[config.mk]
export PLATFORM = sky130hd
export DESIGN_NAME = tick_tempo_estimator_top
export DESIGN_NICKNAME = d
export VERILOG_FILES = /design/src/tte_pkg.sv /design/src/tte_regs.sv /design/src/tte_div.sv /design/src/tte_datapath.sv /design/src/tte_ctrl.sv /design/src/tick_tempo_estimator_top.sv
export SDC_FILE = /design/constraint.sdc
export NUM_CORES = 2
export LEC_CHECK = 0
export CAP_MARGIN = 20
export CORE_MARGIN = 2
export CORE_UTILIZATION = 66
export DETAILED_ROUTE_END_ITERATION = 10
export DONT_BUFFER_PORTS = 1
export PLACE_DENSITY = 0.84
export SYNTH_ARGS = -nofsm -noshare
export SYNTH_HDL_FRONTEND = slang
export SYNTH_SLANG_ARGS = --single-unit
[constraint.sdc]
create_clock -name i_clk -period 7.2 [get_ports i_clk]
set_clock_uncertainty 0.05 [all_clocks]
set_input_delay 0.36 -clock i_clk [delete_from_list [all_inputs] [get_ports i_clk]]
set_output_delay 0.36 -clock i_clk [all_outputs]
set_load 0.03 [all_outputs]
[src/tte_pkg.sv]
// Shared types, constants and register codes of the tick tempo estimator.
package tte_pkg;

    // Field widths
    localparam int TS_W     = 32;
    localparam int GROOVE_W = 5;
    localparam int PPQ_W    = 7;
    localparam int INT_W    = 16;
    localparam int TEMPO_W  = 24;
    localparam int PHASE_W  = 7;

    // Configuration port
    localparam int PADDR_W = 5;
    localparam int PDATA_W = 32;
    localparam int REG_W   = 3;

    localparam logic [REG_W-1:0] REG_GROOVE    = 3'd0;
    localparam logic [REG_W-1:0] REG_PPQ       = 3'd1;
    localparam logic [REG_W-1:0] REG_MIN_INT   = 3'd2;
    localparam logic [REG_W-1:0] REG_MAX_INT   = 3'd3;
    localparam logic [REG_W-1:0] REG_MIN_TEMPO = 3'd4;
    localparam logic [REG_W-1:0] REG_MAX_TEMPO = 3'd5;

    // Reset values of the configuration registers
    localparam logic [GROOVE_W-1:0] RST_GROOVE    = 5'd6;
    localparam logic [PPQ_W-1:0]    RST_PPQ       = 7'd24;
    localparam logic [INT_W-1:0]    RST_MIN_INT   = 16'd5;
    localparam logic [INT_W-1:0]    RST_MAX_INT   = 16'd125;
    localparam logic [TEMPO_W-1:0]  RST_MIN_TEMPO = 24'd5120;
    localparam logic [TEMPO_W-1:0]  RST_MAX_TEMPO = 24'd76800;

    // Iterative divider
    localparam int DVD_W  = 32;
    localparam int DVS_W  = 24;
    localparam int STEP_W = 6;

    // Arithmetic constants
    localparam logic [9:0]         US_PER_MS  = 10'd1000;
    localparam logic [TEMPO_W-1:0] TEMPO_NUM  = 24'd15360000;
    localparam logic [TEMPO_W-1:0] TEMPO_SAT  = 24'hFFFFFF;
    localparam int                 SUM_W      = 23;
    localparam logic [23:0]        RECIP5     = 24'd13421773; // ceil(2^26 / 5)
    localparam int                 RECIP5_SH  = 26;
    localparam int                 PROD_W     = SUM_W + 24;
    localparam int                 AVG_W      = PROD_W - RECIP5_SH;
    localparam int                 DENOM_W    = INT_W + PPQ_W;

    typedef struct packed {
        logic [GROOVE_W-1:0] groove;
        logic [PPQ_W-1:0]    ppq;
        logic [INT_W-1:0]    min_int;
        logic [INT_W-1:0]    max_int;
        logic [TEMPO_W-1:0]  min_tempo;
        logic [TEMPO_W-1:0]  max_tempo;
    } t_cfg;

    typedef enum logic [3:0] {
        OP_NONE,
        OP_LATCH,
        OP_DIV_MOD,
        OP_MEASURE,
        OP_DIV_ELAPSED,
        OP_SUM,
        OP_MUL,
        OP_INTERVAL,
        OP_DENOM,
        OP_DIV_TEMPO,
        OP_TEMPO,
        OP_COMMIT,
        OP_OUT
    } t_op;

    typedef struct packed {
        logic div_done;
        logic measure;
        logic have_last;
        logic denom_zero;
        logic out_free;
    } t_status;

endpackage

[src/tte_regs.sv]
// Configuration register file behind the APB-style port.
module tte_regs (
    input  logic                          i_clk,
    input  logic                          i_rst_n,
    input  logic                          psel,
    input  logic                          penable,
    input  logic                          pwrite,
    input  logic [tte_pkg::PADDR_W-1:0]   paddr,
    input  logic [tte_pkg::PDATA_W-1:0]   pwdata,
    output logic [tte_pkg::PDATA_W-1:0]   prdata,
    output logic                          pready,
    output tte_pkg::t_cfg                 o_cfg
);

    tte_pkg::t_cfg              r_cfg;
    logic [tte_pkg::REG_W-1:0]  reg_idx;
    logic                       wr_en;

    assign reg_idx = paddr[tte_pkg::PADDR_W-1:2];
    assign wr_en   = psel && penable && pwrite;
    assign pready  = 1'b1;
    assign o_cfg   = r_cfg;

    always_ff @(posedge i_clk) begin
        if (!i_rst_n) begin
            r_cfg.groove    <= tte_pkg::RST_GROOVE;
            r_cfg.ppq       <= tte_pkg::RST_PPQ;
            r_cfg.min_int   <= tte_pkg::RST_MIN_INT;
            r_cfg.max_int   <= tte_pkg::RST_MAX_INT;
            r_cfg.min_tempo <= tte_pkg::RST_MIN_TEMPO;
            r_cfg.max_tempo <= tte_pkg::RST_MAX_TEMPO;
        end else if (wr_en) begin
            unique case (reg_idx)
                tte_pkg::REG_GROOVE:    r_cfg.groove    <= pwdata[tte_pkg::GROOVE_W-1:0];
                tte_pkg::REG_PPQ:       r_cfg.ppq       <= pwdata[tte_pkg::PPQ_W-1:0];
                tte_pkg::REG_MIN_INT:   r_cfg.min_int   <= pwdata[tte_pkg::INT_W-1:0];
                tte_pkg::REG_MAX_INT:   r_cfg.max_int   <= pwdata[tte_pkg::INT_W-1:0];
                tte_pkg::REG_MIN_TEMPO: r_cfg.min_tempo <= pwdata[tte_pkg::TEMPO_W-1:0];
                tte_pkg::REG_MAX_TEMPO: r_cfg.max_tempo <= pwdata[tte_pkg::TEMPO_W-1:0];
                default: ;
            endcase
        end
    end

    always_comb begin
        unique case (reg_idx)
            tte_pkg::REG_GROOVE:    prdata = tte_pkg::PDATA_W'(r_cfg.groove);
            tte_pkg::REG_PPQ:       prdata = tte_pkg::PDATA_W'(r_cfg.ppq);
            tte_pkg::REG_MIN_INT:   prdata = tte_pkg::PDATA_W'(r_cfg.min_int);
            tte_pkg::REG_MAX_INT:   prdata = tte_pkg::PDATA_W'(r_cfg.max_int);
            tte_pkg::REG_MIN_TEMPO: prdata = tte_pkg::PDATA_W'(r_cfg.min_tempo);
            tte_pkg::REG_MAX_TEMPO: prdata = tte_pkg::PDATA_W'(r_cfg.max_tempo);
            default:                prdata = '0;
        endcase
    end

endmodule

[src/tte_div.sv]
// Restoring divider, one quotient bit per cycle.
module tte_div (
    input  logic                          i_clk,
    input  logic                          i_rst_n,
    input  logic                          i_start,
    input  logic [tte_pkg::DVD_W-1:0]     i_dividend,
    input  logic [tte_pkg::DVS_W-1:0]     i_divisor,
    input  logic [tte_pkg::STEP_W-1:0]    i_steps,
    output logic [tte_pkg::DVD_W-1:0]     o_quotient,
    output logic [tte_pkg::DVS_W-1:0]     o_remainder,
    output logic                          o_done
);

    logic [tte_pkg::DVD_W-1:0]   r_quo;
    logic [tte_pkg::DVS_W-1:0]   r_rem;
    logic [tte_pkg::DVS_W-1:0]   r_dvs;
    logic [tte_pkg::STEP_W-1:0]  r_cnt;
    logic                        r_busy;
    logic                        r_done;

    logic [tte_pkg::DVS_W:0]     rem_sh;
    logic [tte_pkg::DVS_W:0]     diff;
    logic                        ge;

    // Shift in the next dividend bit, subtract when it fits
    assign rem_sh = {r_rem, r_quo[tte_pkg::DVD_W-1]};
    assign diff   = rem_sh - {1'b0, r_dvs};
    assign ge     = rem_sh >= {1'b0, r_dvs};

    always_ff @(posedge i_clk) begin
        if (!i_rst_n) begin
            r_busy <= 1'b0;
            r_done <= 1'b0;
            r_cnt  <= '0;
        end else begin
            if (i_start) begin
                r_busy <= 1'b1;
                r_cnt  <= i_steps;
                r_done <= 1'b0;
            end else if (r_busy) begin
                r_cnt  <= r_cnt - 1'b1;
                r_done <= (r_cnt == tte_pkg::STEP_W'(1));
                if (r_cnt == tte_pkg::STEP_W'(1)) begin
                    r_busy <= 1'b0;
                end
            end else begin
                r_done <= 1'b0;
            end
        end
    end

    always_ff @(posedge i_clk) begin
        if (i_start) begin
            r_quo <= i_dividend;
            r_rem <= '0;
            r_dvs <= i_divisor;
        end else if (r_busy) begin
            r_quo <= {r_quo[tte_pkg::DVD_W-2:0], ge};
            r_rem <= ge ? diff[tte_pkg::DVS_W-1:0] : rem_sh[tte_pkg::DVS_W-1:0];
        end
    end

    assign o_quotient  = r_quo;
    assign o_remainder = r_rem;
    assign o_done      = r_done;

endmodule

[src/tte_datapath.sv]
// Datapath: tick state, smoothing, tempo arithmetic and the result register.
module tte_datapath (
    input  logic                           i_clk,
    input  logic                           i_rst_n,
    input  tte_pkg::t_op                   i_op,
    input  tte_pkg::t_cfg                  i_cfg,
    input  logic [tte_pkg::TS_W-1:0]       i_timestamp_us,
    input  logic                           i_ready,
    output tte_pkg::t_status               o_status,
    output logic                           o_valid,
    output logic [tte_pkg::INT_W-1:0]      o_interval_ms,
    output logic [tte_pkg::TEMPO_W-1:0]    o_tempo,
    output logic                           o_updated,
    output logic [tte_pkg::PHASE_W-1:0]    o_tick_phase
);

    // Persistent state
    logic [tte_pkg::PHASE_W-1:0]  r_tick;
    logic [tte_pkg::TS_W-1:0]     r_last_time;
    logic                         r_have_last;
    logic [tte_pkg::INT_W-1:0]    r_smoothed;
    logic [tte_pkg::TEMPO_W-1:0]  r_tempo_val;

    // Per-item working registers
    logic [tte_pkg::TS_W-1:0]     r_now;
    logic [tte_pkg::PHASE_W-1:0]  r_phase;
    logic                         r_updated;
    logic                         r_measure;
    logic [tte_pkg::SUM_W-1:0]    r_sum;
    logic [tte_pkg::PROD_W-1:0]   r_prod;
    logic [tte_pkg::DENOM_W-1:0]  r_denom;

    // Result register
    logic                         r_out_valid;
    logic [tte_pkg::INT_W-1:0]    r_out_int;
    logic [tte_pkg::TEMPO_W-1:0]  r_out_tempo;
    logic                         r_out_upd;
    logic [tte_pkg::PHASE_W-1:0]  r_out_phase;

    // Divider hookup
    logic                         div_start;
    logic [tte_pkg::DVD_W-1:0]    div_dvd;
    logic [tte_pkg::DVS_W-1:0]    div_dvs;
    logic [tte_pkg::STEP_W-1:0]   div_steps;
    logic [tte_pkg::DVD_W-1:0]    div_quo;
    logic [tte_pkg::DVS_W-1:0]    div_rem;
    logic                         div_done;

    logic [tte_pkg::GROOVE_W-1:0] groove_eff;
    logic [14:0]                  groove_us;
    logic [tte_pkg::AVG_W-1:0]    avg;
    logic [tte_pkg::INT_W-1:0]    int_clamped;
    logic [tte_pkg::TEMPO_W-1:0]  tempo_raw;
    logic [tte_pkg::TEMPO_W-1:0]  tempo_clamped;
    logic [tte_pkg::PHASE_W-1:0]  tick_inc;
    logic                         out_free;

    assign groove_eff = (i_cfg.groove == '0) ? tte_pkg::GROOVE_W'(1) : i_cfg.groove;
    assign groove_us  = 15'(groove_eff) * 15'(tte_pkg::US_PER_MS);

    assign div_start = (i_op == tte_pkg::OP_DIV_MOD) || (i_op == tte_pkg::OP_DIV_ELAPSED)
                    || (i_op == tte_pkg::OP_DIV_TEMPO);

    // Dividends are left-aligned so that the quotient lands in the low bits
    always_comb begin
        case (i_op)
            tte_pkg::OP_DIV_MOD: begin
                div_dvd   = {r_tick, (tte_pkg::DVD_W - tte_pkg::PHASE_W)'(0)};
                div_dvs   = tte_pkg::DVS_W'(groove_eff);
                div_steps = tte_pkg::STEP_W'(tte_pkg::PHASE_W);
            end
            tte_pkg::OP_DIV_TEMPO: begin
                div_dvd   = {tte_pkg::TEMPO_NUM, (tte_pkg::DVD_W - tte_pkg::TEMPO_W)'(0)};
                div_dvs   = tte_pkg::DVS_W'(r_denom);
                div_steps = tte_pkg::STEP_W'(tte_pkg::TEMPO_W);
            end
            default: begin
                div_dvd   = r_now - r_last_time;
                div_dvs   = tte_pkg::DVS_W'(groove_us);
                div_steps = tte_pkg::STEP_W'(tte_pkg::DVD_W);
            end
        endcase
    end

    tte_div u_div (
        .i_clk      (i_clk),
        .i_rst_n    (i_rst_n),
        .i_start    (div_start),
        .i_dividend (div_dvd),
        .i_divisor  (div_dvs),
        .i_steps    (div_steps),
        .o_quotient (div_quo),
        .o_remainder(div_rem),
        .o_done     (div_done)
    );

    // When the limits cross, values below the lower limit take it and all others take the upper one
    assign avg = r_prod[tte_pkg::PROD_W-1:tte_pkg::RECIP5_SH];
    always_comb begin
        if (avg < tte_pkg::AVG_W'(i_cfg.min_int)) begin
            int_clamped = i_cfg.min_int;
        end else if (avg > tte_pkg::AVG_W'(i_cfg.max_int)) begin
            int_clamped = i_cfg.max_int;
        end else begin
            int_clamped = avg[tte_pkg::INT_W-1:0];
        end
    end

    assign tempo_raw = (r_denom == '0) ? tte_pkg::TEMPO_SAT : div_quo[tte_pkg::TEMPO_W-1:0];
    always_comb begin
        if (tempo_raw < i_cfg.min_tempo) begin
            tempo_clamped = i_cfg.min_tempo;
        end else if (tempo_raw > i_cfg.max_tempo) begin
            tempo_clamped = i_cfg.max_tempo;
        end else begin
            tempo_clamped = tempo_raw;
        end
    end

    assign tick_inc = r_tick + 1'b1;
    assign out_free = !r_out_valid || i_ready;

    always_ff @(posedge i_clk) begin
        if (!i_rst_n) begin
            r_tick      <= '0;
            r_last_time <= '0;
            r_have_last <= 1'b0;
            r_smoothed  <= '0;
            r_tempo_val <= '0;
            r_out_valid <= 1'b0;
        end else begin
            if (i_op == tte_pkg::OP_OUT) begin
                r_out_valid <= 1'b1;
            end else if (r_out_valid && i_ready) begin
                r_out_valid <= 1'b0;
            end
            case (i_op)
                tte_pkg::OP_INTERVAL: r_smoothed  <= int_clamped;
                tte_pkg::OP_TEMPO:    r_tempo_val <= tempo_clamped;
                tte_pkg::OP_COMMIT: begin
                    r_tick <= (tick_inc == i_cfg.ppq) ? '0 : tick_inc;
                    if (r_measure) begin
                        r_last_time <= r_now;
                        r_have_last <= 1'b1;
                    end
                end
                default: ;
            endcase
        end
    end

    always_ff @(posedge i_clk) begin
        case (i_op)
            tte_pkg::OP_LATCH: begin
                r_now     <= i_timestamp_us;
                r_phase   <= r_tick;
                r_updated <= 1'b0;
            end
            tte_pkg::OP_MEASURE:  r_measure <= (div_rem == '0);
            tte_pkg::OP_SUM:      r_sum <= div_quo[tte_pkg::SUM_W-1:0]
                                         + tte_pkg::SUM_W'({r_smoothed, 2'b00});
            tte_pkg::OP_MUL:      r_prod <= tte_pkg::PROD_W'(r_sum)
                                          * tte_pkg::PROD_W'(tte_pkg::RECIP5);
            tte_pkg::OP_INTERVAL: r_updated <= 1'b1;
            tte_pkg::OP_DENOM:    r_denom <= tte_pkg::DENOM_W'(r_smoothed)
                                           * tte_pkg::DENOM_W'(i_cfg.ppq);
            tte_pkg::OP_OUT: begin
                r_out_int   <= r_smoothed;
                r_out_tempo <= r_tempo_val;
                r_out_upd   <= r_updated;
                r_out_phase <= r_phase;
            end
            default: ;
        endcase
    end

    assign o_status.div_done   = div_done;
    assign o_status.measure    = r_measure;
    assign o_status.have_last  = r_have_last;
    assign o_status.denom_zero = (r_denom == '0);
    assign o_status.out_free   = out_free;

    assign o_valid       = r_out_valid;
    assign o_interval_ms = r_out_int;
    assign o_tempo       = r_out_tempo;
    assign o_updated     = r_out_upd;
    assign o_tick_phase  = r_out_phase;

endmodule

[src/tte_ctrl.sv]
// Controller state machine sequencing one item through the datapath.
module tte_ctrl (
    input  logic              i_clk,
    input  logic              i_rst_n,
    input  logic              i_valid,
    output logic              o_ready,
    input  tte_pkg::t_status  i_status,
    output tte_pkg::t_op      o_op
);

    typedef enum logic [3:0] {
        S_IDLE,
        S_MOD,
        S_MOD_WAIT,
        S_MOD_CHECK,
        S_BRANCH,
        S_EL,
        S_EL_WAIT,
        S_SUM,
        S_MUL,
        S_INTERVAL,
        S_DENOM,
        S_TDIV,
        S_TDIV_WAIT,
        S_TEMPO,
        S_COMMIT,
        S_OUT
    } t_state;

    t_state r_state;
    t_state n_state;

    always_ff @(posedge i_clk) begin
        if (!i_rst_n) begin
            r_state <= S_IDLE;
        end else begin
            r_state <= n_state;
        end
    end

    assign o_ready = (r_state == S_IDLE);

    always_comb begin
        n_state = r_state;
        o_op    = tte_pkg::OP_NONE;
        unique case (r_state)
            S_IDLE: begin
                if (i_valid) begin
                    o_op    = tte_pkg::OP_LATCH;
                    n_state = S_MOD;
                end
            end
            S_MOD: begin
                o_op    = tte_pkg::OP_DIV_MOD;
                n_state = S_MOD_WAIT;
            end
            S_MOD_WAIT: begin
                if (i_status.div_done) begin
                    n_state = S_MOD_CHECK;
                end
            end
            S_MOD_CHECK: begin
                o_op    = tte_pkg::OP_MEASURE;
                n_state = S_BRANCH;
            end
            S_BRANCH: begin
                n_state = (i_status.measure && i_status.have_last) ? S_EL : S_COMMIT;
            end
            S_EL: begin
                o_op    = tte_pkg::OP_DIV_ELAPSED;
                n_state = S_EL_WAIT;
            end
            S_EL_WAIT: begin
                if (i_status.div_done) begin
                    n_state = S_SUM;
                end
            end
            S_SUM: begin
                o_op    = tte_pkg::OP_SUM;
                n_state = S_MUL;
            end
            S_MUL: begin
                o_op    = tte_pkg::OP_MUL;
                n_state = S_INTERVAL;
            end
            S_INTERVAL: begin
                o_op    = tte_pkg::OP_INTERVAL;
                n_state = S_DENOM;
            end
            S_DENOM: begin
                o_op    = tte_pkg::OP_DENOM;
                n_state = S_TDIV;
            end
            S_TDIV: begin
                if (i_status.denom_zero) begin
                    n_state = S_TEMPO;
                end else begin
                    o_op    = tte_pkg::OP_DIV_TEMPO;
                    n_state = S_TDIV_WAIT;
                end
            end
            S_TDIV_WAIT: begin
                if (i_status.div_done) begin
                    n_state = S_TEMPO;
                end
            end
            S_TEMPO: begin
                o_op    = tte_pkg::OP_TEMPO;
                n_state = S_COMMIT;
            end
            S_COMMIT: begin
                o_op    = tte_pkg::OP_COMMIT;
                n_state = S_OUT;
            end
            S_OUT: begin
                if (i_status.out_free) begin
                    o_op    = tte_pkg::OP_OUT;
                    n_state = S_IDLE;
                end
            end
            default: n_state = S_IDLE;
        endcase
    end

endmodule

[src/tick_tempo_estimator_top.sv]
// Top level of the tick tempo estimator: register file, controller and datapath.
//
//  channel   | handshake          | payload
//  ----------+--------------------+------------------------------------------------
//  tick in   | i_valid / o_ready  | i_timestamp_us[31:0]
//  result    | o_valid / i_ready  | o_interval_ms[15:0] o_tempo[23:0] o_updated
//            |                    | o_tick_phase[6:0]
//  config    | psel/penable/pready| paddr[4:0] pwrite pwdata[31:0] prdata[31:0]
//
//  Every tick runs the groove modulo (7 quotient bits) on the one-bit-per-cycle
//  divider; a measuring tick also runs the elapsed-time division (32 quotient
//  bits) and, unless its denominator is zero, the tempo division (24 quotient
//  bits). One item is in work at a time.
//  Reset (i_rst_n low at a clock edge) restores register defaults and clears
//  tick count, stored time, smoothed interval and tempo.
//  A stalled result holds in the output register; the block keeps working on
//  the next item and waits only when a second result is ready to go out.
module tick_tempo_estimator_top (
    input  logic                           i_clk,
    input  logic                           i_rst_n,
    // tick input
    input  logic                           i_valid,
    output logic                           o_ready,
    input  logic [tte_pkg::TS_W-1:0]       i_timestamp_us,
    // result output
    output logic                           o_valid,
    input  logic                           i_ready,
    output logic [tte_pkg::INT_W-1:0]      o_interval_ms,
    output logic [tte_pkg::TEMPO_W-1:0]    o_tempo,
    output logic                           o_updated,
    output logic [tte_pkg::PHASE_W-1:0]    o_tick_phase,
    // configuration port
    input  logic                           psel,
    input  logic                           penable,
    input  logic                           pwrite,
    input  logic [tte_pkg::PADDR_W-1:0]    paddr,
    input  logic [tte_pkg::PDATA_W-1:0]    pwdata,
    output logic [tte_pkg::PDATA_W-1:0]    prdata,
    output logic                           pready
);

    tte_pkg::t_cfg    cfg;
    tte_pkg::t_op     op;
    tte_pkg::t_status status;

    // Hold configuration; writes must arrive only while no tick is in work, which the block itself does not enforce
    tte_regs u_regs (
        .i_clk   (i_clk),
        .i_rst_n (i_rst_n),
        .psel    (psel),
        .penable (penable),
        .pwrite  (pwrite),
        .paddr   (paddr),
        .pwdata  (pwdata),
        .prdata  (prdata),
        .pready  (pready),
        .o_cfg   (cfg)
    );

    // Sequence each tick: modulo check, then for a measuring tick elapsed division, smoothing, tempo
    tte_ctrl u_ctrl (
        .i_clk    (i_clk),
        .i_rst_n  (i_rst_n),
        .i_valid  (i_valid),
        .o_ready  (o_ready),
        .i_status (status),
        .o_op     (op)
    );

    // Compute and hold the result until the consumer takes it
    tte_datapath u_dp (
        .i_clk          (i_clk),
        .i_rst_n        (i_rst_n),
        .i_op           (op),
        .i_cfg          (cfg),
        .i_timestamp_us (i_timestamp_us),
        .i_ready        (i_ready),
        .o_status       (status),
        .o_valid        (o_valid),
        .o_interval_ms  (o_interval_ms),
        .o_tempo        (o_tempo),
        .o_updated      (o_updated),
        .o_tick_phase   (o_tick_phase)
    );

endmodule

Yosys cells after proc, flatten, opt, wreduce, memory -nomap -nowiden
Cells that the tools add are included.
{"block": "op_classes", "eq_ne": 39, "n_addsub": 5, "n_mux": 34, "n_bitwise": 2, "order_cmp": 5, "mul": 3, "n_reduce_logical": 25}
{"operator": "24-bit case mux with 6 select lines", "count": 1}
{"operator": "24-bit two-way mux", "count": 4}
{"operator": "32-bit two-way mux", "count": 2}
{"operator": "32-bit case mux with 2 select lines", "count": 1}
{"operator": "4-bit case mux with 16 select lines", "count": 1}
{"operator": "4-bit == test (second input constant)", "count": 13}
{"operator": "4-bit case mux with 12 select lines", "count": 1}
{"operator": "23-bit by 24-bit multiplier with 47-bit output (second input constant)", "count": 1}
{"operator": "23-bit case mux with 2 select lines", "count": 1}
{"operator": "4-bit by 3-bit == test with 1-bit output (second input constant)", "count": 8}
{"operator": "16-bit two-way mux", "count": 2}
{"operator": "4-bit two-way mux", "count": 8}
{"operator": "32-bit subtractor", "count": 1}
{"operator": "25-bit by 24-bit greater-or-equal comparator with 1-bit output", "count": 1}
{"operator": "24-bit greater-than comparator", "count": 1}
{"operator": "24-bit logical NOT", "count": 1}
{"operator": "24-bit less-than comparator", "count": 1}
{"operator": "24-bit subtractor", "count": 1}
{"operator": "23-bit by 18-bit adder with 23-bit output", "count": 1}
{"operator": "23-bit logical NOT", "count": 1}
{"operator": "16-bit by 7-bit multiplier with 23-bit output", "count": 1}
{"operator": "21-bit by 16-bit greater-than comparator with 1-bit output", "count": 1}
{"operator": "21-bit by 16-bit less-than comparator with 1-bit output", "count": 1}
{"operator": "4-bit by 2-bit == test with 1-bit output (second input constant)", "count": 4}
{"operator": "28 further kinds", "count": 55}
{"block": "totals", "wordCells": 143, "ff_bits": 447, "inputBits": 76}

Depth between registers and ports, before layout
{"block": "logic_depth", "depth_word": 8, "mapped_depth": 27}

Hierarchy
Synthesis repeated with hierarchy kept, for this count alone.
{"block": "unflattened", "hier_cells": 3530, "hier_area_um2": 34152.8}
{"module": "tte_datapath", "cells_per_inst": 2554, "area_per_inst_um2": 24668.7, "seq_area_each_um2": 6306.0, "instances": 1}
{"module": "tte_div", "cells_per_inst": 467, "area_per_inst_um2": 4825.9, "seq_area_each_um2": 2322.2, "instances": 1}
{"module": "tte_regs", "cells_per_inst": 454, "area_per_inst_um2": 4264.1, "seq_area_each_um2": 1841.8, "instances": 1}
{"module": "tte_ctrl", "cells_per_inst": 55, "area_per_inst_um2": 394.1, "seq_area_each_um2": 80.1, "instances": 1}

Worst setup path before layout
No wires, ideal clock.
{"block": "synth_path", "path_kind": "register to register", "start": "register u_dp.r_sum[6] (netlist bit)", "end": "register u_dp.r_prod[40] (netlist bit), data pin", "slack_ns": 0.584, "synth_period_minus_slack_ns": 6.616, "n_path_buf": 0, "stages_incl_launch_ff": 28, "arrival_time_ns": 6.305, "cell_sequence": "edfxtp_1 -> inv_1 -> ha_1 -> inv_1 -> fa_1 -> inv_1 -> fa_1 -> inv_1 -> fa_1 -> inv_1 -> fa_1 -> inv_1 -> fa_1 -> inv_1 -> fa_1 -> inv_1 -> ha_1 -> a21o_1 -> a21o_1 -> a21oi_1 -> o21ai_1 -> a31o_2 -> a21oi_1 -> o21ai_1 -> and4_1 -> o31ai_1 -> nand2b_1 -> xor2_1"}
{"block": "synth_via", "elab_chain_len": 1}
{"item": "start, declared", "line": "tte_datapath.sv:29", "rtl": "logic [tte_pkg::SUM_W-1:0] r_sum;"}
{"item": "start signal, assigned", "line": "tte_datapath.sv:160", "rtl": "tte_pkg::OP_SUM: r_sum <= div_quo[tte_pkg::SUM_W-1:0]"}
{"item": "23-bit by 24-bit multiplier with 47-bit output", "line": "tte_datapath.sv:163", "rtl": "* tte_pkg::PROD_W'(tte_pkg::RECIP5);"}
{"item": "end signal, assigned", "line": "tte_datapath.sv:162", "rtl": "tte_pkg::OP_MUL: r_prod <= tte_pkg::PROD_W'(r_sum)"}
{"item": "end, declared", "line": "tte_datapath.sv:30", "rtl": "logic [tte_pkg::PROD_W-1:0] r_prod;"}
Every way passes these cells.
A chain may end at the register's enable or synchronous reset.

Worst setup path in the final report
{"block": "layout_path", "start": "register u_dp.r_sum[21] (netlist bit)", "end": "register u_dp.r_prod[44] (netlist bit), data pin"}
The elaborated chain is that of the path after synthesis.

==> flow_results.org <==
** Setup path
- The worst register-to-register path ends at u_dp.r_prod[44]$_DFFE_PN_.
- For the worst flop-to-flop path, the logic depth is 22.
- The number of buffers and inverters on the critical path is 4.
- The slowest stage of the critical path belongs to the cell fa_2.
- Category of cells accounting for the largest share of critical-path delay :: adder cells
- Kind of capture point of the worst setup path :: flip-flop
- In this run the worst setup path begins at u_dp.r_sum[21]$_DFFE_PN_.
- Endpoint of the worst setup timing path :: u_dp.r_prod[44]$_DFFE_PN_
- The critical path crosses 22 cells after its start point.
- Kind of start point of the critical path :: flip-flop
- Maximum fanout count along the critical path :: 6
- Dominant cell type by count on the critical path :: fa_1
- The critical path in this run is classified as reg -> reg.
- The signal on the critical path passes through inv_1, ha_1, fa_1, fa_2, inv_1, fa_1, inv_1, fa_1, fa_1, inv_1, fa_1, ha_2, and4_1, and4_1, o21ai_1, a31oi_2, a21oi_4, o21ai_2, a21o_1, nand3_1, o21bai_1, xor2_1.
- Startpoint of the worst register-to-register path :: u_dp.r_sum[21]$_DFFE_PN_
- Setup slack, reg-to-reg :: 0.26 ns
- For the worst setup path, the data required time is 7.49 ns.
- The largest single stage delay on the critical path is 0.62 ns.
- Worst path arrival time :: 7.23 ns

** Power and ir drop
- Net switching fraction of the power :: 0.350
- The share of total power dissipated in sequential elements is 0.384.
- In this run the power spent charging and discharging nets is 2.76 mW.
- Areal power density over the cells :: 218 mW/mm^2
- VDD sags by at most 208 uV.
- Of the total power, combinational logic draws 0.316.
- For this design the static power due to leakage is 16.4 nW.
- Of the total power, the clock network draws 0.300.
- The internal power of the cells totals 5.14 mW.

** Clocking
- Max Buffers Root-to-Sink :: 3
- Clock latency on the worst-skew pair, taken at its later pin, is 0.60 ns.
- Clock net sink count :: 420
- Clock transition time at the flip-flop clock pins of the worst setup and hold paths :: 0.07 ns
- CTS tree :: built
- Maximum level of the CTS H-tree :: 2
- TritonCTS created 46 clock buffers.
- Root buffer cell :: clkbuf_16

** Detailed routing
- Routed via count :: 25700
- After detailed routing, the number of remaining DRC violations is 0.
- Dividing the detail-routed via count by the number of cells gives 6.01.
- Total routed wirelength :: 85.6 mm
- Dividing the detail-routed wire length by the instance count gives 20.1 microns.
- The first TritonRoute pass finished after 6 iterations.
- In this run, the number of DRC markers left after iteration 0 of detailed routing was 2325.
- Post-route ant nets :: 0

** Outcome
- The run finished with clean final reports.

** Yosys
- For this run, the register share of the synthesized area comes to 0.314.
- Average cell area after synthesis :: 9.42 sq um
- Total number of yosys warnings :: 0
- EDFF count, synth :: 211
- Flops & latches, synth :: 420
- For this run, asynchronously set or reset flops after synthesis account for 0.
- Netlist area before placement :: 0.0335 sq mm
- Most common flop cell mapped by yosys :: edfxtp_1
- Number of standard cells after synthesis :: 3557
- Number of unique standard cell types used by synthesis :: 72

** Cells and area
- The final layout contains 4277 nets.
- In the final layout, the share of cells above drive strength 1 is 0.0475.
- Synth-to-Final Area Change :: 8.39%
- Util after Layout :: 0.724

** GRT
- The number of antenna violations at the first check in global routing came to 1.
- After global routing the overflow that remains totals 0.
- First-pass GRT wire length :: 135 mm
- The via count of the first global-routing pass came to 25700.
- Global-route usage over all layers :: 0.326
- Largest net degree at the start of global routing :: 146

** Die
- Die width :: 229 microns
- Chip height :: 229 microns
- Floorplan core area :: 0.0502 sq mm
- Initial cell density of the core :: 0.668
- # rows :: 82
- 159 I/O pins were placed.
- The die covers 0.0526 sq mm.

** Min path
- Worst hold path class :: in -> reg
- Counting instances, the worst hold path has a depth of 2.

** Placement
- Sum of net half-perimeters after detailed placement :: 63.9 mm
- Gp weighted congestion :: 0.957
- Count of port buffers added during placement :: 0

** Timing
- Post-layout minimum cycle time :: 6.94 ns
- Measured against its own limit, the worst slew margin works out to 0.268.
- The number of failing hold endpoints at the final stage was 0.
- Worst hold margin :: 0.0242 ns
- For this run, the top clock speed supported by timing is 0.144 GHz.
- Setup Viol. Count Final :: 0
- For the pin with the worst max-slew slack, the measured transition is 1.08 ns.
- Max-slew violation count :: 0
- Of the available clock period, the critical path in the final layout requires 0.964.

** Flow run
- Max Cap Viol :: 0
-- synthesized netlist by cell type (all sizes together) (47+ instances only) --
cell    instances  area, sq um
and2           48          300
inv           516         1940
xor2           47          412
fa            225         4500
clkbuf        122          458
o21ai         191          956
mux2i          96          961
ha            415         5190
dfxtp         209         4180
nor2          116          435
xnor2          80          701
nand2         473         1780
edfxtp        211         6340
a21oi         148          744
a21boi        108          811
a21o           81          608
-- metal layers --
layer | vias to the layer above | global-route usage | wire (microns)
li1 | 12000 | - | -
met1 | 12400 | 0.413 | 32900
met3 | 215 | 0.0624 | 8040
met2 | 1054 | 0.551 | 40900
met5 | - | 0 | 0
met4 | 0 | 0.133 | 3880
-- flip-flops by register name, indices dropped and copies added, names as in the netlist, 4 cells and up --
signal	flops
u_dp.r_denom	23
u_dp.u_div.r_dvs	23
u_regs.o_cfg	92
u_dp.r_phase	7
u_dp.o_tempo	24
u_dp.r_prod	21
u_dp.u_div.o_quotient	32
u_ctrl.r_state	4
u_dp.r_sum	23
u_dp.o_tick_phase	7
u_dp.u_div.r_cnt	6
u_dp.r_smoothed	16
u_dp.r_last_time	32
u_dp.r_tick	7
u_dp.r_tempo_val	24
u_dp.o_interval_ms	16
u_dp.u_div.o_remainder	24
u_dp.r_now	32
-- power groups by stage --
stage | Combinational, mW | Sequential [mW] | Clock (mW)
floorplan | 1.88 | 2.95 | 0
global placement | 2.29 | 3.06 | 0
detailed placement | 2.36 | 3.07 | 0
CTS | 2.43 | 3.02 | 2.38
global route | 2.78 | 3.05 | 2.48
finish | 2.50 | 3.04 | 2.37
-- through the flow --
step           std cells  setup slack (ns)  TNS [ns]  power, mW  instance area, sq um
2_1_floorplan       3564             0.584         0       4.82                 33500
5_1_grt             4269          -0.00199  -0.00199       8.31                 36300
3_5_place_dp        4122            0.0674         0       5.42                 34100
4_1_cts             4264           0.00868         0       7.83                 36200
6_report            4271             0.262         0       7.90                 36300
3_3_place_gp        4121             0.212         0       5.35                 34100
-- placed cells by master, fill, tap and decap left out, drive strengths merged, types with 30 or more instances in the layout --
master / netlist / final
dfxtp: 209 / 209
mux2i: 96 / 96
a21boi: 108 / 108
ha: 415 / 415
fa: 225 / 225
buf: 24 / 38
nand2: 473 / 473
nand2b: 30 / 30
nor2b: 42 / 42
edfxtp: 211 / 211
nand3: 37 / 37
o21ai: 191 / 191
nor2: 116 / 116
and2: 48 / 48
inv: 516 / 517
xor2: 47 / 47
a21oi: 148 / 148
nor3: 30 / 30
a21o: 81 / 81
dlygate4sd3: 0 / 57
xnor2: 80 / 80
clkbuf: 122 / 56
-- how the worst min path moves through the flow --
stage,start,to,slack (ns)
floorplan,u_dp.r_phase[0]$_DFFE_PP_,u_dp.o_tick_phase[0]$_DFFE_PP_,0.35
CTS,i_ready,u_dp.o_valid$_SDFFE_PN0P_,0.009
global route,i_ready,u_dp.o_valid$_SDFFE_PN0P_,0.06
global placement,u_dp.r_phase[3]$_DFFE_PP_,u_dp.o_tick_phase[3]$_DFFE_PP_,0.35
detailed placement,u_dp.r_phase[4]$_DFFE_PP_,u_dp.o_tick_phase[4]$_DFFE_PP_,0.36
finish,i_ready,u_dp.o_valid$_SDFFE_PN0P_,0.02
-- layout make-up --
| type | instances | area [sq um] |
|---|---|---|
| clock buffers | 56 | 1230 |
| well taps | 672 | 841 |
| multi-input cells | 2482 | 20600 |
| inverters | 516 | 1940 |
| diodes | 2 | 5.00 |
| clock inverters | 28 | 264 |
| repair buffers | 95 | 907 |
| flip-flops and latches | 420 | 10500 |
| fillers | 3553 | 13900 |
-- worst register-to-register path, stage by stage, from the launching register on --
cell      delay [ns]
edfxtp_1        0.40
inv_1           0.07
ha_1            0.34
fa_1            0.48
fa_2            0.62
inv_1           0.11
fa_1            0.54
inv_1           0.08
fa_1            0.52
fa_1            0.56
inv_1           0.08
fa_1            0.48
ha_2            0.40
and4_1          0.29
and4_1          0.22
o21ai_1         0.08
a31oi_2         0.32
a21oi_4         0.11
o21ai_2         0.22
a21o_1          0.26
nand3_1         0.17
o21bai_1        0.22
xor2_1          0.09
-- kinds of logic after synthesis --
family,share of synthesized area
simple gates,0.121
compound gates,0.137
buf+inv,0.0754
fa+ha+maj,0.290
flops,0.314
xor+xnor,0.0332
mux,0.0290
other cells,0.000224
-- repair_timing --
| item | CTS | global route |
|---|---|---|
| setup buffers | 0 | 2 |
| gates resized for setup | 0 | 13 |
| endpoints found under the hold margin | 177 | 0 |
| hold buffers | 58 | 0 |
| endpoints found under the setup margin | 0 | 11 |
Power figures use the tool's default switching activity.
